### src/hw/rtl/biff8_pkg.sv
package biff8_pkg;

   typedef enum logic [2:0] {
      PH_COUNT,
      PH_FLAGS,
      PH_RICH,
      PH_EXT,
      PH_CHARS,
      PH_SKIP
   } phase_type;

   typedef enum logic [2:0] {
      KIND_TEXT         = 3'd0,
      KIND_DONE         = 3'd1,
      KIND_SHORT_HEADER = 3'd2,
      KIND_SHORT_RICH   = 3'd3,
      KIND_SHORT_EXT    = 3'd4,
      KIND_SHORT_CHARS  = 3'd5,
      KIND_OVERRUN      = 3'd6
   } kind_type;

   localparam int unsigned TOTAL_W = 33;

   typedef struct packed {
      logic [2:0][7:0]      text;
      logic [1:0]           ntext;
      logic                 term;
      kind_type             kind;
      logic [TOTAL_W-1:0]   consumed;
   } bundle_type;

endpackage

### src/hw/rtl/biff8_parse.sv
module biff8_parse (
   input  logic                  clock,
   input  logic                  reset,
   input  logic                  step,
   input  logic                  count_one,
   input  logic [7:0]            in_byte,
   input  logic                  in_last,
   output logic                  has_results,
   output biff8_pkg::bundle_type bundle
);

   biff8_pkg::phase_type phase_ff, phase_in;
   logic [1:0]  idx_ff, idx_in;
   logic [15:0] chars_ff, chars_in;
   logic        comp_ff, comp_in;
   logic        hext_ff, hext_in;
   logic [15:0] rcnt_ff, rcnt_in;
   logic [31:0] esz_ff, esz_in;
   logic [7:0]  low_ff, low_in;
   logic [biff8_pkg::TOTAL_W-1:0] skip_ff, skip_in;
   logic [biff8_pkg::TOTAL_W-1:0] tot_ff, tot_in;

   logic        go_body, go_skip, done, emit;
   logic [15:0] cp;

   always_comb begin
      phase_in = phase_ff;
      idx_in   = idx_ff;
      chars_in = chars_ff;
      comp_in  = comp_ff;
      hext_in  = hext_ff;
      rcnt_in  = rcnt_ff;
      esz_in   = esz_ff;
      low_in   = low_ff;
      skip_in  = skip_ff;
      tot_in   = tot_ff + 33'd1;
      go_body  = 1'b0;
      go_skip  = 1'b0;
      done     = 1'b0;
      emit     = 1'b0;
      cp       = 16'd0;
      bundle   = '0;

      case (phase_ff)
         biff8_pkg::PH_COUNT: begin
            if (idx_ff == 2'd0) begin
               chars_in = {8'd0, in_byte};
               if (count_one) begin
                  phase_in = biff8_pkg::PH_FLAGS;
               end else begin
                  idx_in = 2'd1;
               end
            end else begin
               chars_in = {in_byte, chars_ff[7:0]};
               idx_in   = 2'd0;
               phase_in = biff8_pkg::PH_FLAGS;
            end
         end
         biff8_pkg::PH_FLAGS: begin
            comp_in = ~in_byte[0];
            hext_in = in_byte[2];
            rcnt_in = 16'd0;
            esz_in  = 32'd0;
            idx_in  = 2'd0;
            if (in_byte[3]) begin
               phase_in = biff8_pkg::PH_RICH;
            end else if (in_byte[2]) begin
               phase_in = biff8_pkg::PH_EXT;
            end else begin
               go_body = 1'b1;
            end
         end
         biff8_pkg::PH_RICH: begin
            if (idx_ff == 2'd0) begin
               rcnt_in = {8'd0, in_byte};
               idx_in  = 2'd1;
            end else begin
               rcnt_in = {in_byte, rcnt_ff[7:0]};
               idx_in  = 2'd0;
               if (hext_ff) begin
                  phase_in = biff8_pkg::PH_EXT;
               end else begin
                  go_body = 1'b1;
               end
            end
         end
         biff8_pkg::PH_EXT: begin
            case (idx_ff)
               2'd0:    esz_in = {esz_ff[31:8], in_byte};
               2'd1:    esz_in = {esz_ff[31:16], in_byte, esz_ff[7:0]};
               2'd2:    esz_in = {esz_ff[31:24], in_byte, esz_ff[15:0]};
               default: esz_in = {in_byte, esz_ff[23:0]};
            endcase
            idx_in = idx_ff + 2'd1;
            if (idx_ff == 2'd3) begin
               go_body = 1'b1;
            end
         end
         biff8_pkg::PH_CHARS: begin
            if (comp_ff) begin
               emit = 1'b1;
               cp   = {8'd0, in_byte};
            end else if (idx_ff == 2'd0) begin
               low_in = in_byte;
               idx_in = 2'd1;
            end else begin
               idx_in = 2'd0;
               emit   = 1'b1;
               cp     = {in_byte, low_ff};
            end
            if (emit) begin
               chars_in = chars_ff - 16'd1;
               if (chars_ff == 16'd1) begin
                  go_skip = 1'b1;
               end
            end
         end
         biff8_pkg::PH_SKIP: begin
            skip_in = skip_ff - 33'd1;
            if (skip_ff == 33'd1) begin
               done = 1'b1;
            end
         end
         default: begin
            phase_in = biff8_pkg::PH_COUNT;
         end
      endcase

      if (go_body) begin
         idx_in = 2'd0;
         if (chars_in != 16'd0) begin
            phase_in = biff8_pkg::PH_CHARS;
         end else begin
            go_skip = 1'b1;
         end
      end

      if (go_skip) begin
         skip_in = {15'd0, rcnt_in, 2'b00} + {1'b0, esz_in};
         if (skip_in == 33'd0) begin
            done = 1'b1;
         end else begin
            phase_in = biff8_pkg::PH_SKIP;
         end
      end

      if (emit) begin
         if (cp < 16'h0080) begin
            bundle.ntext   = 2'd1;
            bundle.text[0] = cp[7:0];
         end else if (cp < 16'h0800) begin
            bundle.ntext   = 2'd2;
            bundle.text[0] = {3'b110, cp[10:6]};
            bundle.text[1] = {2'b10, cp[5:0]};
         end else begin
            bundle.ntext   = 2'd3;
            bundle.text[0] = {4'b1110, cp[15:12]};
            bundle.text[1] = {2'b10, cp[11:6]};
            bundle.text[2] = {2'b10, cp[5:0]};
         end
      end

      if (done || in_last) begin
         bundle.term = 1'b1;
         if (done) begin
            bundle.kind     = biff8_pkg::KIND_DONE;
            bundle.consumed = tot_in;
         end else begin
            case (phase_in)
               biff8_pkg::PH_RICH:  bundle.kind = biff8_pkg::KIND_SHORT_RICH;
               biff8_pkg::PH_EXT:   bundle.kind = biff8_pkg::KIND_SHORT_EXT;
               biff8_pkg::PH_CHARS: bundle.kind = biff8_pkg::KIND_SHORT_CHARS;
               biff8_pkg::PH_SKIP:  bundle.kind = biff8_pkg::KIND_OVERRUN;
               default:             bundle.kind = biff8_pkg::KIND_SHORT_HEADER;
            endcase
         end
         phase_in = biff8_pkg::PH_COUNT;
         idx_in   = 2'd0;
         chars_in = 16'd0;
         comp_in  = 1'b0;
         hext_in  = 1'b0;
         rcnt_in  = 16'd0;
         esz_in   = 32'd0;
         low_in   = 8'd0;
         skip_in  = 33'd0;
         tot_in   = 33'd0;
      end

      has_results = emit | bundle.term;
   end

   always_ff @(posedge clock) begin
      if (reset) begin
         phase_ff <= biff8_pkg::PH_COUNT;
         idx_ff   <= 2'd0;
         chars_ff <= 16'd0;
         comp_ff  <= 1'b0;
         hext_ff  <= 1'b0;
         rcnt_ff  <= 16'd0;
         esz_ff   <= 32'd0;
         low_ff   <= 8'd0;
         skip_ff  <= 33'd0;
         tot_ff   <= 33'd0;
      end else if (step) begin
         phase_ff <= phase_in;
         idx_ff   <= idx_in;
         chars_ff <= chars_in;
         comp_ff  <= comp_in;
         hext_ff  <= hext_in;
         rcnt_ff  <= rcnt_in;
         esz_ff   <= esz_in;
         low_ff   <= low_in;
         skip_ff  <= skip_in;
         tot_ff   <= tot_in;
      end
   end

endmodule

### src/hw/rtl/biff8_emit.sv
module biff8_emit (
   input  logic                          clock,
   input  logic                          reset,
   input  logic                          load,
   input  biff8_pkg::bundle_type         bundle,
   output logic                          free,
   output logic                          rsp_valid,
   input  logic                          rsp_ready,
   output logic [2:0]                    rsp_kind,
   output logic [7:0]                    rsp_byte,
   output logic [biff8_pkg::TOTAL_W-1:0] rsp_consumed,
   output logic                          rsp_last
);

   biff8_pkg::bundle_type bund_ff;
   logic       valid_ff;
   logic [1:0] pos_ff, pos_in;
   logic [2:0] count;
   logic       is_text, take;

   always_comb begin
      count   = {1'b0, bund_ff.ntext} + {2'b00, bund_ff.term};
      is_text = pos_ff < bund_ff.ntext;
      rsp_last = ({1'b0, pos_ff} + 3'd1) == count;
      rsp_valid = valid_ff;
      take    = valid_ff & rsp_ready;
      free    = ~valid_ff | (rsp_ready & rsp_last);
      pos_in  = pos_ff + 2'd1;
      if (is_text) begin
         rsp_kind     = biff8_pkg::KIND_TEXT;
         rsp_consumed = '0;
         case (pos_ff)
            2'd0:    rsp_byte = bund_ff.text[0];
            2'd1:    rsp_byte = bund_ff.text[1];
            2'd2:    rsp_byte = bund_ff.text[2];
            default: rsp_byte = 8'd0;
         endcase
      end else begin
         rsp_kind     = bund_ff.kind;
         rsp_consumed = bund_ff.consumed;
         rsp_byte     = 8'd0;
      end
   end

   always_ff @(posedge clock) begin
      if (reset) begin
         valid_ff <= 1'b0;
         pos_ff   <= 2'd0;
      end else if (load) begin
         valid_ff <= 1'b1;
         pos_ff   <= 2'd0;
      end else if (take) begin
         if (rsp_last) begin
            valid_ff <= 1'b0;
         end
         pos_ff <= pos_in;
      end
   end

   always_ff @(posedge clock) begin
      if (load) begin
         bund_ff <= bundle;
      end
   end

endmodule

### src/hw/rtl/biff8_string_to_utf8_core.sv
// Channel   Ports                        Carries
// req       req_valid/req_ready          one raw byte and its end-of-buffer mark
// rsp       rsp_valid/rsp_ready          one UTF-8 byte, done count or truncation code
// csr       csr_write_enable/csr_wdata   count width select, no handshake
// A request is latched, then decoded combinationally into up to four results.
// A request that yields results loads them into the result register; one with
// none skips it. The result register drains one per cycle while rsp_ready is high.
// Reset (synchronous, active high) clears the string state and all valids.
// A stalled rsp side holds the results; the input register keeps accepting
// until a request with results waits behind them.
module biff8_string_to_utf8_core (
   input  logic                          clock,
   input  logic                          reset,
   input  logic                          req_valid,
   output logic                          req_ready,
   input  logic [7:0]                    req_byte,
   input  logic                          req_last,
   output logic                          rsp_valid,
   input  logic                          rsp_ready,
   output logic [2:0]                    rsp_kind,
   output logic [7:0]                    rsp_byte,
   output logic [biff8_pkg::TOTAL_W-1:0] rsp_consumed,
   output logic                          rsp_last,
   input  logic                          csr_write_enable,
   input  logic                          csr_wdata
);

   logic       in_valid_ff;
   logic [7:0] in_byte_ff;
   logic       in_last_ff;
   logic       count_one_ff;
   logic       has_results, free, fire;
   biff8_pkg::bundle_type bundle;

   assign fire      = in_valid_ff & (~has_results | free);
   assign req_ready = ~in_valid_ff | fire;

   always_ff @(posedge clock) begin
      if (reset) begin
         in_valid_ff  <= 1'b0;
         count_one_ff <= 1'b0;
      end else begin
         if (req_valid && req_ready) begin
            in_valid_ff <= 1'b1;
         end else if (fire) begin
            in_valid_ff <= 1'b0;
         end
         if (csr_write_enable) begin
            count_one_ff <= csr_wdata;
         end
      end
   end

   always_ff @(posedge clock) begin
      if (req_valid && req_ready) begin
         in_byte_ff <= req_byte;
         in_last_ff <= req_last;
      end
   end

   biff8_parse u_parse (
      .clock       (clock),
      .reset       (reset),
      .step        (fire),
      .count_one   (count_one_ff),
      .in_byte     (in_byte_ff),
      .in_last     (in_last_ff),
      .has_results (has_results),
      .bundle      (bundle)
   );

   biff8_emit u_emit (
      .clock        (clock),
      .reset        (reset),
      .load         (fire & has_results),
      .bundle       (bundle),
      .free         (free),
      .rsp_valid    (rsp_valid),
      .rsp_ready    (rsp_ready),
      .rsp_kind     (rsp_kind),
      .rsp_byte     (rsp_byte),
      .rsp_consumed (rsp_consumed),
      .rsp_last     (rsp_last)
   );

endmodule

### config.mk
export PLATFORM = sky130hd
export DESIGN_NAME = biff8_string_to_utf8_core
export DESIGN_NICKNAME = d
export VERILOG_FILES = /design/src/hw/rtl/biff8_pkg.sv /design/src/hw/rtl/biff8_parse.sv /design/src/hw/rtl/biff8_emit.sv /design/src/hw/rtl/biff8_string_to_utf8_core.sv
export SDC_FILE = /design/constraint.sdc
export NUM_CORES = 1
export LEC_CHECK = 0
export ABC_AREA = 1
export BUFFER_PORTS_ARGS = -buffer_cell sky130_fd_sc_hd__buf_2
export CAP_MARGIN = 20
export CORE_MARGIN = 1.5
export CORE_UTILIZATION = 55
export DETAILED_ROUTE_END_ITERATION = 8
export GPL_ROUTABILITY_DRIVEN = 0
export PLACE_DENSITY = 0.75
export SYNTH_ARGS = -nofsm -noshare
export SYNTH_HDL_FRONTEND = slang
export SYNTH_HIERARCHICAL = 1
export SYNTH_SLANG_ARGS = --single-unit
### constraint.sdc
create_clock -name clock -period 5.75 [get_ports clock]
set_input_delay 0.2875 -clock clock [delete_from_list [all_inputs] [get_ports clock]]
set_output_delay 0.2875 -clock clock [all_outputs]
set_load 0.01 [all_outputs]
==> impl_metrics.env, run 1 <==
export IMPL_critPathCaptureType="output pin"
export IMPL_outcome="complete, no violations"
export IMPL_diodes=0
export IMPL_cts_sinks=222
export IMPL_peakVddDrop_mv=0.249
export IMPL_post_place_ws_ns=0.167
export IMPL_crit_path_start_kind="flop"
export IMPL_vias=14150
export IMPL_cpMostUsedCell="nand2_1"
export IMPL_dpl_hpwl_um=27500
export IMPL_grtUsageTotal_pct=28.5
export IMPL_synth_area_leaders="dfxtp_1 (21%), edfxtp_1 (15%), nand2_1 (12%)"
export IMPL_root_buffer="clkbuf_16"
export IMPL_fin_crit_sh_pct=92.1
export IMPL_drc=0
export IMPL_final_antenna_net_count=0
export IMPL_ys_types=65
export IMPL_fmax_mhz=189
export IMPL_io_buffers=61
export IMPL_tns_ns=0
export IMPL_final_layout_size_suffix_gt1_share_pct=10.7
export IMPL_start_util_pct=55.8
export IMPL_synth_edf_count=72
export IMPL_rows=59
export IMPL_core_um2=25900
export IMPL_syn_area_per_cell_um2=6.87
export IMPL_hold_class="primary input to flop"
export IMPL_grt_pass1_wl_um=63100
export IMPL_cts_tree="built"
export IMPL_htree_num_levels=1
export IMPL_slowest_delay_ns=0.44
export IMPL_io_pins=62
export IMPL_fin_ws_ns=0.453
export IMPL_yosysSeqAreaShare_pct=35.7
export IMPL_grt_busiest_layer="met2"
export IMPL_cts_reportedPaths_clkPinSlew_ns=0.06
export IMPL_synthToLayoutAreaGrowth_pct=10.8
export IMPL_crit_arrival_ns=5.01
export IMPL_clk_latency_ns=0.54
export IMPL_cp_required_ns=5.46
export IMPL_cp_slowest_cell="dfxtp_1"
export IMPL_power_density_nw_per_um2=235
export IMPL_yosysTopAreaCell="dfxtp_1"
export IMPL_fp_dieArea_um2=27300
export IMPL_maxCapViolations=0
export IMPL_use_met1_pct=36.5
export IMPL_drt_wirelength_per_cell_um=15.5
export IMPL_clockBufferDepth=3
export IMPL_viasPerCell=5.65
export IMPL_fp_dieH_um=165
export IMPL_ys_ff_latch=222
export IMPL_finalNetCount=2197
export IMPL_first_pass_iters=6
export IMPL_drtIter0Drc=1367
export IMPL_grt_remaining_overflow=0
export IMPL_worstPathCellList="nor3_2 > inv_2 > nand2_1 > clkinvlp_4 > o21ai_0 > o21ai_0 > ha_1 > fa_1 > nand2_1 > nand2_1 > nand3_1 > nand2_1 > nand2_1 > nand3_2 > nand2_1 > xor2_1 > nand3_1 > nor2_1 > nand3_2 > nand2_1 > nor2_2 > nand2_1 > nand3_2 > buf_2"
export IMPL_grt_pass1_vias=12926
export IMPL_wl_um=38800
export IMPL_relSlewSlack_pct=36.8
export IMPL_async_flop_share_pct=0
export IMPL_grt_use_met3_pct=3.45
export IMPL_met2_usage_pct=48.1
export IMPL_synth_cells=2105
export IMPL_synth_top_area_share_pct=20.8
export IMPL_period_needed_ns=5.30
export IMPL_slew_violations=0
export IMPL_tightestPinTransition_ns=0.946
export IMPL_antenna_found_initial=0
export IMPL_grt_max_degree=68
export IMPL_critPathKind="flop to output pin"
export IMPL_setup_viol=0
export IMPL_hold_viol=0
export IMPL_synth_area_um2=14500
export IMPL_numCtsBuffers=26
export IMPL_synth_main_ff_cell="dfxtp_1"
export IMPL_yosys_warnings=6
export IMPL_fin_cells=2503
export IMPL_die_w_um=165
export IMPL_dp_cells=2436
export IMPL_worstPathMaxFanout=18
export IMPL_clock_skew_final_ns=0.0127
export IMPL_rsz0062_at_grt="false"
export IMPL_leakagePower_nw=6.96
-- repair_timing --
| action | CTS | global route |
|---|---|---|
| hold buffers | 12 | 0 |
| endpoints found under the hold margin | 10 | 0 |
| setup buffers | 0 | 6 |
| gates resized for setup | 0 | 17 |
| setup endpoints to repair | 0 | 197 |
-- power breakdown --
part           internal [mW]  switching, mW  leakage [nW]  total, mW
Sequential              1.65         0.0353          1.85       1.69
Combinational          0.166          0.317          4.69      0.483
Clock                  0.936          0.664         0.415       1.60
Total                   2.75           1.02          6.96       3.77
-- worst max-delay path: cells and delay by family, from the launching register on --
kind	cells	cell delay [ns]
xor gates and xnor gates	1	0.22
adders and majority gates	2	0.68
buffers and inverters	3	0.56
AOI/OAI and AO/OA	2	0.34
and+or+nand+nor	16	2.24
DFF	1	0.44
-- sequential cells by signal, summed over array words and instances (netlist names), 3 cells and up --
register          flops
in_byte_ff            8
u_emit/bund_ff       63
u_parse/chars_ff     16
u_parse/esz_ff       32
u_parse/low_ff        8
u_parse/phase_ff      3
u_parse/rcnt_ff      16
u_parse/skip_ff      33
u_parse/tot_ff       33
-- per-stage QoR --
stage	hold slack (ns)	area, um^2	util [%]	total power, mW
2_1_floorplan	0.350	14500	-	2.05
3_3_place_gp	0.450	15000	57.7	2.17
3_5_place_dp	0.454	15000	57.7	2.18
4_1_cts	0.0103	15900	61.4	3.78
5_1_grt	0.0202	16000	61.8	3.92
6_report	0.0272	16000	61.8	3.77
-- Yosys cell counts, drive strengths merged, types with 2 or more instances --
cell type and instances:
nand2 491, nor2 382, inv 254, dfxtp 150, nand3 123, a21oi 103, o21ai 103, a22oi 75
edfxtp 72, xor2 47, buf 43, clkbuf 43, ha 33, nand4 33, nor3 29, o211ai 25
xnor2 15, nor4 14, o22ai 12, a31oi 11, nand3b 9, or2 5, a211oi 4, clkinv 4
a21boi 2, and3 2, mux2i 2, o21a 2, o21bai 2
-- final timing paths --
path	startpoint	endpoint	slack, ns	depth (start not counted)
worst max-delay path	u_parse/phase_ff[2]	req_ready	0.45	24
worst min register to register	u_parse/low_ff[5]	u_parse/low_ff[5]	0.46	2
worst max register to register	u_parse/phase_ff[2]	u_parse/skip_ff[9]	0.46	30
worst min-delay path	req_valid	in_valid_ff	0.03	3
-- area by class of cell --
type,instances,area (um^2)
clock buffer,37,773
clock inverter,11,72.6
fill,2377,9890
inverter,258,980
multi-input combinational,1540,7900
sequential,222,5170
tap,335,419
timing repair buffer,99,698
timing repair inverter,1,7.51
-- logic make-up after synthesis --
logic type,after synthesis,synth area share (%)
xor+xnor,62,3.76
flops,222,35.7
fa+ha+maj,34,2.99
mux,2,0.138
compound gates,349,15.4
other cells,1,0.0259
buf+inv,344,9.83
simple gates,1091,32.2
-- routing by layer --
layer	share of wire, %	vias up	wire (um)
met1	42	6440	16300
li1	-	6992	-
met4	4.3	0	1690
met3	7.4	136	2860
met2	46	582	18000
met5	0	-	0
-- layout by cell type (no fill, tap or decap), types with 14 or more instances in the layout --
cell         n
o21ai_0    100
buf_2       60
nand3_1    117
xor2_1      47
nor3_1      27
nor4_1      14
buf_4       21
ha_1        30
nand2_1    470
inv_2       18
xnor2_1     15
o211ai_1    25
a22oi_1     57
nor2_1     366
nand2_2     18
a22oi_2     18
a21oi_1    101
edfxtp_1    72
dfxtp_1    148
clkbuf_16   27
inv_1      236
nand4_1     33
Power figures use the tool's default switching activity.
==> run 2, diff against run 1 <==
Settings changed: CELL_PAD_IN_SITES_DETAIL_PLACEMENT set to 2, CELL_PAD_IN_SITES_GLOBAL_PLACEMENT set to 2, CORE_UTILIZATION 55 to 32, PLACE_DENSITY 0.75 to not set, PLACE_DENSITY_LB_ADDON set to 0.1.
==> run 2 against run 1 <==
Clock-buffer cell count rose by 3. Critical path depth fell by 1. Die area grew 70%. Critical path type unchanged. Total power grew 9.7%. Design area grew 4.7%. Sequential cell count did not move. Maximum frequency fell by 1.7%. Sequential power about the same. Clock skew increased by 0.0061 ns. Largest cell class unchanged. Global-route usage shrank 4.9 points. Non-clock buffer count is 26 higher.
==> impl_metrics.env, run 2 (synthesis gave the netlist of run 1 again) <==
export IMPL_largest_reg_flops=63
export IMPL_clk_latency_ns=0.60
export IMPL_wl_um=55600
export IMPL_crit_arrival_ns=5.10
export IMPL_fmax_mhz=186
export IMPL_clockBufferDepth=3
export IMPL_finalNetCount=2227
export IMPL_hold_start="reset"
export IMPL_io_pins=62
export IMPL_final_common_cell="nand2_1"
export IMPL_final_cell_mix="nand2_1 (469), nor2_1 (362), inv_1 (236)"
export IMPL_vias=14608
export IMPL_dp_cells=2709
export IMPL_htree_num_levels=1
export IMPL_grt_busiest_layer="met2"
export IMPL_grtUsageTotal_pct=23.6
export IMPL_p_seq_share_pct=40.9
export IMPL_r2r_start="u_parse/idx_ff[0]"
export IMPL_r2r_slack_ns=0.48
export IMPL_top_register="u_emit/bund_ff"
export IMPL_viasPerCell=5.23
export IMPL_drc=0
export IMPL_grt_max_degree=86
export IMPL_reg2reg_depth=25
export IMPL_hold_class="primary input to flop"
export IMPL_fin_crit_sh_pct=93.7
export IMPL_dpl_cell_area_um2=15400
export IMPL_slew_violations=0
export IMPL_dpl_hpwl_um=40600
export IMPL_grt_use_met3_pct=2.82
export IMPL_cts_sinks=222
export IMPL_reg_largest_list="u_emit/bund_ff (63), u_parse/skip_ff (33), u_parse/tot_ff (33)"
export IMPL_final_area_um2=16800
export IMPL_final_antenna_net_count=0
export IMPL_grt_remaining_overflow=0
export IMPL_fp_dieH_um=216
export IMPL_die_w_um=216
export IMPL_rsz0062_at_grt="true"
export IMPL_root_buffer="clkbuf_16"
export IMPL_setup_viol=0
export IMPL_hold_depth=3
export IMPL_hold_viol=0
export IMPL_clock_skew_final_ns=0.0188
export IMPL_multiInputGateArea_um2=7950
export IMPL_switchingPower_mw=1.18
export IMPL_tightestPinTransition_ns=0.936
export IMPL_p_int_mw=2.95
export IMPL_clkPwrFrac_pct=46.2
export IMPL_met2_usage_pct=43.4
export IMPL_diodes=0
export IMPL_critPathKind="flop to output pin"
export IMPL_start_util_pct=32.5
export IMPL_worstHoldEndpoint="u_parse/esz_ff[1]"
export IMPL_grt_pass1_wl_um=87300
export IMPL_worstPathMaxFanout=13
export IMPL_antenna_found_initial=0
export IMPL_drt_wirelength_per_cell_um=19.9
export IMPL_rows=77
export IMPL_seq_area_um2=5170
export IMPL_fin_cells=2794
export IMPL_cts_tree="built"
export IMPL_final_layout_size_suffix_gt1_share_pct=12.1
export IMPL_period_needed_ns=5.39
export IMPL_grt_pass1_vias=15781
export IMPL_fillers=5281
export IMPL_power_density_nw_per_um2=246
export IMPL_netSwitchingFraction_pct=28.6
export IMPL_fp_dieArea_um2=46500
export IMPL_use_met1_pct=28.3
export IMPL_power_mw=4.13
export IMPL_crit_path_start_kind="flop"
export IMPL_leakagePower_nw=7.16
export IMPL_numCtsBuffers=30
export IMPL_critPathCaptureType="output pin"
export IMPL_relSlewSlack_pct=37.5
export IMPL_cp_required_ns=5.46
export IMPL_first_pass_iters=5
export IMPL_outcome="complete, no violations"
export IMPL_p_comb_share_pct=13.0
export IMPL_drtIter0Drc=569
export IMPL_cts_reportedPaths_clkPinSlew_ns=0.06
export IMPL_peakVddDrop_mv=0.227
export IMPL_maxCapViolations=0
export IMPL_worstReg2RegEnd="u_parse/low_ff[7]"
export IMPL_synthToLayoutAreaGrowth_pct=16.0
export IMPL_io_buffers=61
export IMPL_core_um2=44400
run 2: repair_timing:
item	4_1_cts	5_1_grt
gates resized for setup	8	25
setup buffers	0	12
hold endpoints to repair	12	0
gates cloned	0	2
endpoints found under the setup margin	182	221
hold buffers	14	0
pin swaps	1	5
run 2: through the flow:
step | setup TNS, ns | setup WS, ns | hold WS, ns | utilization, %
detailed placement | -7.66 | -0.193 | 0.457 | 34.6
global placement | -0.0169 | -0.00974 | 0.458 | 34.6
finish | 0 | 0.363 | 0.352 | 37.8
global route | -0.109 | -0.0356 | 0.383 | 37.8
floorplan | 0 | 0.0145 | 0.350 | -
CTS | 0 | 0.00469 | 0.347 | 37.3
run 2: final cells by class:
type                            count  area share, %
Inverter                          258           5.87
Timing Repair Buffer              125           5.55
Sequential cell                   222           30.8
Timing Repair inverter              1         0.0448
Multi-Input combinational cell   1540           47.4
Tap cell                          592           4.42
Clock inverter                     16           1.09
Clock buffer                       40           4.82
run 2: worst max-delay path: stages (launching register included):
cell     delay (ns)
dfxtp_2        0.41
inv_1          0.11
ha_2           0.30
buf_4          0.21
nor2_1         0.10
inv_1          0.14
o21ai_0        0.50
ha_1           0.42
a21oi_1        0.27
o21a_1         0.22
nand3_2        0.21
nand2_1        0.17
nand2_1        0.06
nand2_1        0.10
nand3_1        0.09
nor2_1         0.09
nand3_1        0.09
nor2_2         0.14
nand3_2        0.16
nand2_1        0.15
nor2_2         0.05
nand2_1        0.12
nand3_2        0.17
buf_2          0.18
run 2: worst max-delay path by stage:
stage | from | end | slack [ns] | cells after the start
after floorplan | u_parse/idx_ff[0] | u_emit/pos_ff[0] | 0.01 | 32
after global placement | u_parse/idx_ff[1] | u_parse/idx_ff[0] | -0.01 | 29
after detailed placement | u_parse/idx_ff[0] | u_parse/idx_ff[1] | -0.19 | 29
after CTS | u_parse/idx_ff[0] | req_ready | 0.005 | 25
after global routing | u_parse/phase_ff[1] | u_parse/low_ff[7] | -0.04 | 34
final | u_parse/idx_ff[0] | req_ready | 0.36 | 23
run 2: layer usage:
layer | share of wire [%] | up-vias
met3 | 2.6 | 109
met1 | 43 | 7291
met2 | 51 | 172
li1 | - | 7036
met4 | 3.4 | 0
met5 | 0 | -
run 2: power groups by stage:
stage | combinational (mW) | clock, mW | sequential, mW
3_5_place_dp | 0.517 | 0 | 1.72
3_3_place_gp | 0.502 | 0 | 1.72
5_1_grt | 0.595 | 2.02 | 1.69
6_report | 0.536 | 1.91 | 1.69
2_1_floorplan | 0.348 | 0 | 1.71
4_1_cts | 0.531 | 1.97 | 1.69
==> run 3, diff against run 2 <==
Settings changed: CAP_MARGIN 20 to not set, CELL_PAD_IN_SITES_DETAIL_PLACEMENT 2 to 0, CELL_PAD_IN_SITES_GLOBAL_PLACEMENT 2 to 1, CORE_UTILIZATION 32 to 41.
==> run 3 against run 2 <==
Non-clock buffer count down 21. Register-to-register slack worse by 0.03 ns. Die area down 22%. First-iteration DRC count up 88%. Largest cell class unchanged.
==> impl_metrics.env, run 3 (synthesis gave the netlist of run 1 again) <==
export IMPL_maxCapViolations=0
export IMPL_fin_crit_sh_pct=92.9
export IMPL_clk_latency_ns=0.54
export IMPL_fmax_mhz=187
export IMPL_finalNetCount=2202
export IMPL_grt_pass1_vias=12705
export IMPL_crit_path_start_kind="flop"
export IMPL_top_register="u_emit/bund_ff"
export IMPL_largest_reg_flops=63
export IMPL_critPathCaptureType="output pin"
export IMPL_io_pins=62
export IMPL_fin_cells=2629
export IMPL_leakagePower_nw=7.01
export IMPL_met2_usage_pct=41.0
export IMPL_peakVddDrop_mv=0.191
export IMPL_dp_cells=2568
export IMPL_final_layout_size_suffix_gt1_share_pct=10.6
export IMPL_cp_required_ns=5.46
export IMPL_final_common_cell="nand2_1"
export IMPL_power_density_nw_per_um2=242
export IMPL_final_cell_mix="nand2_1 (470), nor2_1 (367), inv_1 (238)"
export IMPL_start_util_pct=41.7
export IMPL_hold_viol=0
export IMPL_vias=13945
export IMPL_cts_reportedPaths_clkPinSlew_ns=0.06
export IMPL_io_buffers=61
export IMPL_cpMostUsedCell="nand2_1"
export IMPL_clockBufferDepth=3
export IMPL_antenna_found_initial=0
export IMPL_synthToLayoutAreaGrowth_pct=12.4
export IMPL_grt_max_degree=86
export IMPL_diodes=0
export IMPL_htree_num_levels=1
export IMPL_critPathKind="flop to output pin"
export IMPL_hold_start="csr_write_enable"
export IMPL_slowest_delay_ns=0.52
export IMPL_relSlewSlack_pct=36.5
export IMPL_power_mw=3.93
export IMPL_clock_skew_final_ns=0.0157
export IMPL_slew_violations=0
export IMPL_numCtsBuffers=27
export IMPL_tightestPinTransition_ns=0.950
export IMPL_grt_busiest_layer="met2"
export IMPL_use_met1_pct=31.4
export IMPL_fp_dieArea_um2=36400
export IMPL_first_pass_iters=5
export IMPL_fp_dieH_um=191
export IMPL_worstHoldEndpoint="count_one_ff"
export IMPL_cts_tree="built"
export IMPL_drc=0
export IMPL_root_buffer="clkbuf_16"
export IMPL_setup_viol=0
export IMPL_hold_class="primary input to flop"
export IMPL_crit_arrival_ns=5.06
export IMPL_grt_remaining_overflow=0
export IMPL_hold_depth=4
export IMPL_rows=68
export IMPL_worstPathMaxFanout=16
export IMPL_tns_ns=0
export IMPL_drt_wirelength_per_cell_um=16.6
export IMPL_grtUsageTotal_pct=23.8
export IMPL_die_w_um=191
export IMPL_cp_slowest_cell="o21ai_0"
export IMPL_viasPerCell=5.30
export IMPL_reg2reg_depth=30
export IMPL_reg_largest_list="u_emit/bund_ff (63), u_parse/skip_ff (33), u_parse/tot_ff (33)"
export IMPL_rsz0062_at_grt="false"
export IMPL_core_um2=34600
export IMPL_worstReg2RegEnd="u_parse/skip_ff[30]"
export IMPL_wl_um=43800
export IMPL_final_antenna_net_count=0
export IMPL_post_place_ws_ns=0.194
export IMPL_r2r_start="u_parse/idx_ff[0]"
export IMPL_fin_ws_ns=0.407
export IMPL_dpl_hpwl_um=31700
export IMPL_drtIter0Drc=1067
export IMPL_r2r_slack_ns=0.45
export IMPL_grt_use_met3_pct=2.47
export IMPL_outcome="complete, no violations"
export IMPL_cts_sinks=222
export IMPL_grt_pass1_wl_um=69300
export IMPL_period_needed_ns=5.34
-- run 3: metrics by stage --
stage	cell area [um^2]	hold WS, ns	util, %
after floorplan	14500	0.350	-
after global placement	15200	0.450	44.0
after detailed placement	15200	0.455	44.0
after CTS	16200	0.00415	46.9
after global routing	16300	0.0333	46.9
final	16300	0.0143	46.9
-- run 3: area by class of cell --
type	count	area [um^2]
Fill cell	3539	18400
Multi-Input combinational cell	1540	7890
Sequential cell	222	5160
Inverter	258	977
Timing Repair Buffer	104	743
Clock buffer	33	708
Tap cell	455	569
Clock inverter	17	198
-- run 3: worst max path at each step --
stage                 startpoint             endpoint  slack [ns]  cells past startpoint
2_1_floorplan  u_parse/idx_ff[0]     u_emit/pos_ff[0]        0.01                     32
3_3_place_gp   u_parse/idx_ff[0]    u_parse/tot_ff[8]        0.23                     24
3_5_place_dp   u_parse/idx_ff[0]  u_parse/skip_ff[27]        0.19                     25
4_1_cts        u_parse/idx_ff[0]            req_ready        0.07                     24
5_1_grt        u_parse/idx_ff[0]  u_parse/skip_ff[16]      0.0005                     29
6_report       u_parse/idx_ff[0]            req_ready        0.41                     26
-- run 3: metal layers --
layer	wire length, um	share of wire [%]
met2	21100	48
met3	2000	4.6
met5	0	0
met4	1130	2.6
met1	19500	45
-- run 3: report_power, final --
part           leakage (nW)  internal (mW)  total (mW)  switching, mW
combinational          4.72          0.165       0.493          0.328
sequential             1.85           1.65        1.68         0.0323
clock                 0.440           1.06        1.75          0.697
-- run 3: what timing repair did --
item / 4_1_cts / 5_1_grt
endpoints found under the hold margin: 10 / 0
setup buffers: 0 / 1
resized for setup: 0 / 9
hold buffers: 10 / 0
setup endpoints to repair: 0 / 214
-- run 3: worst max-delay path: cells and delay by family (launching register included) --
family	cells	cell delay [ns]
buf+inv	5	0.74
fa+ha+maj	2	0.72
flops	1	0.41
simple gates	17	1.93
compound gates	2	0.69
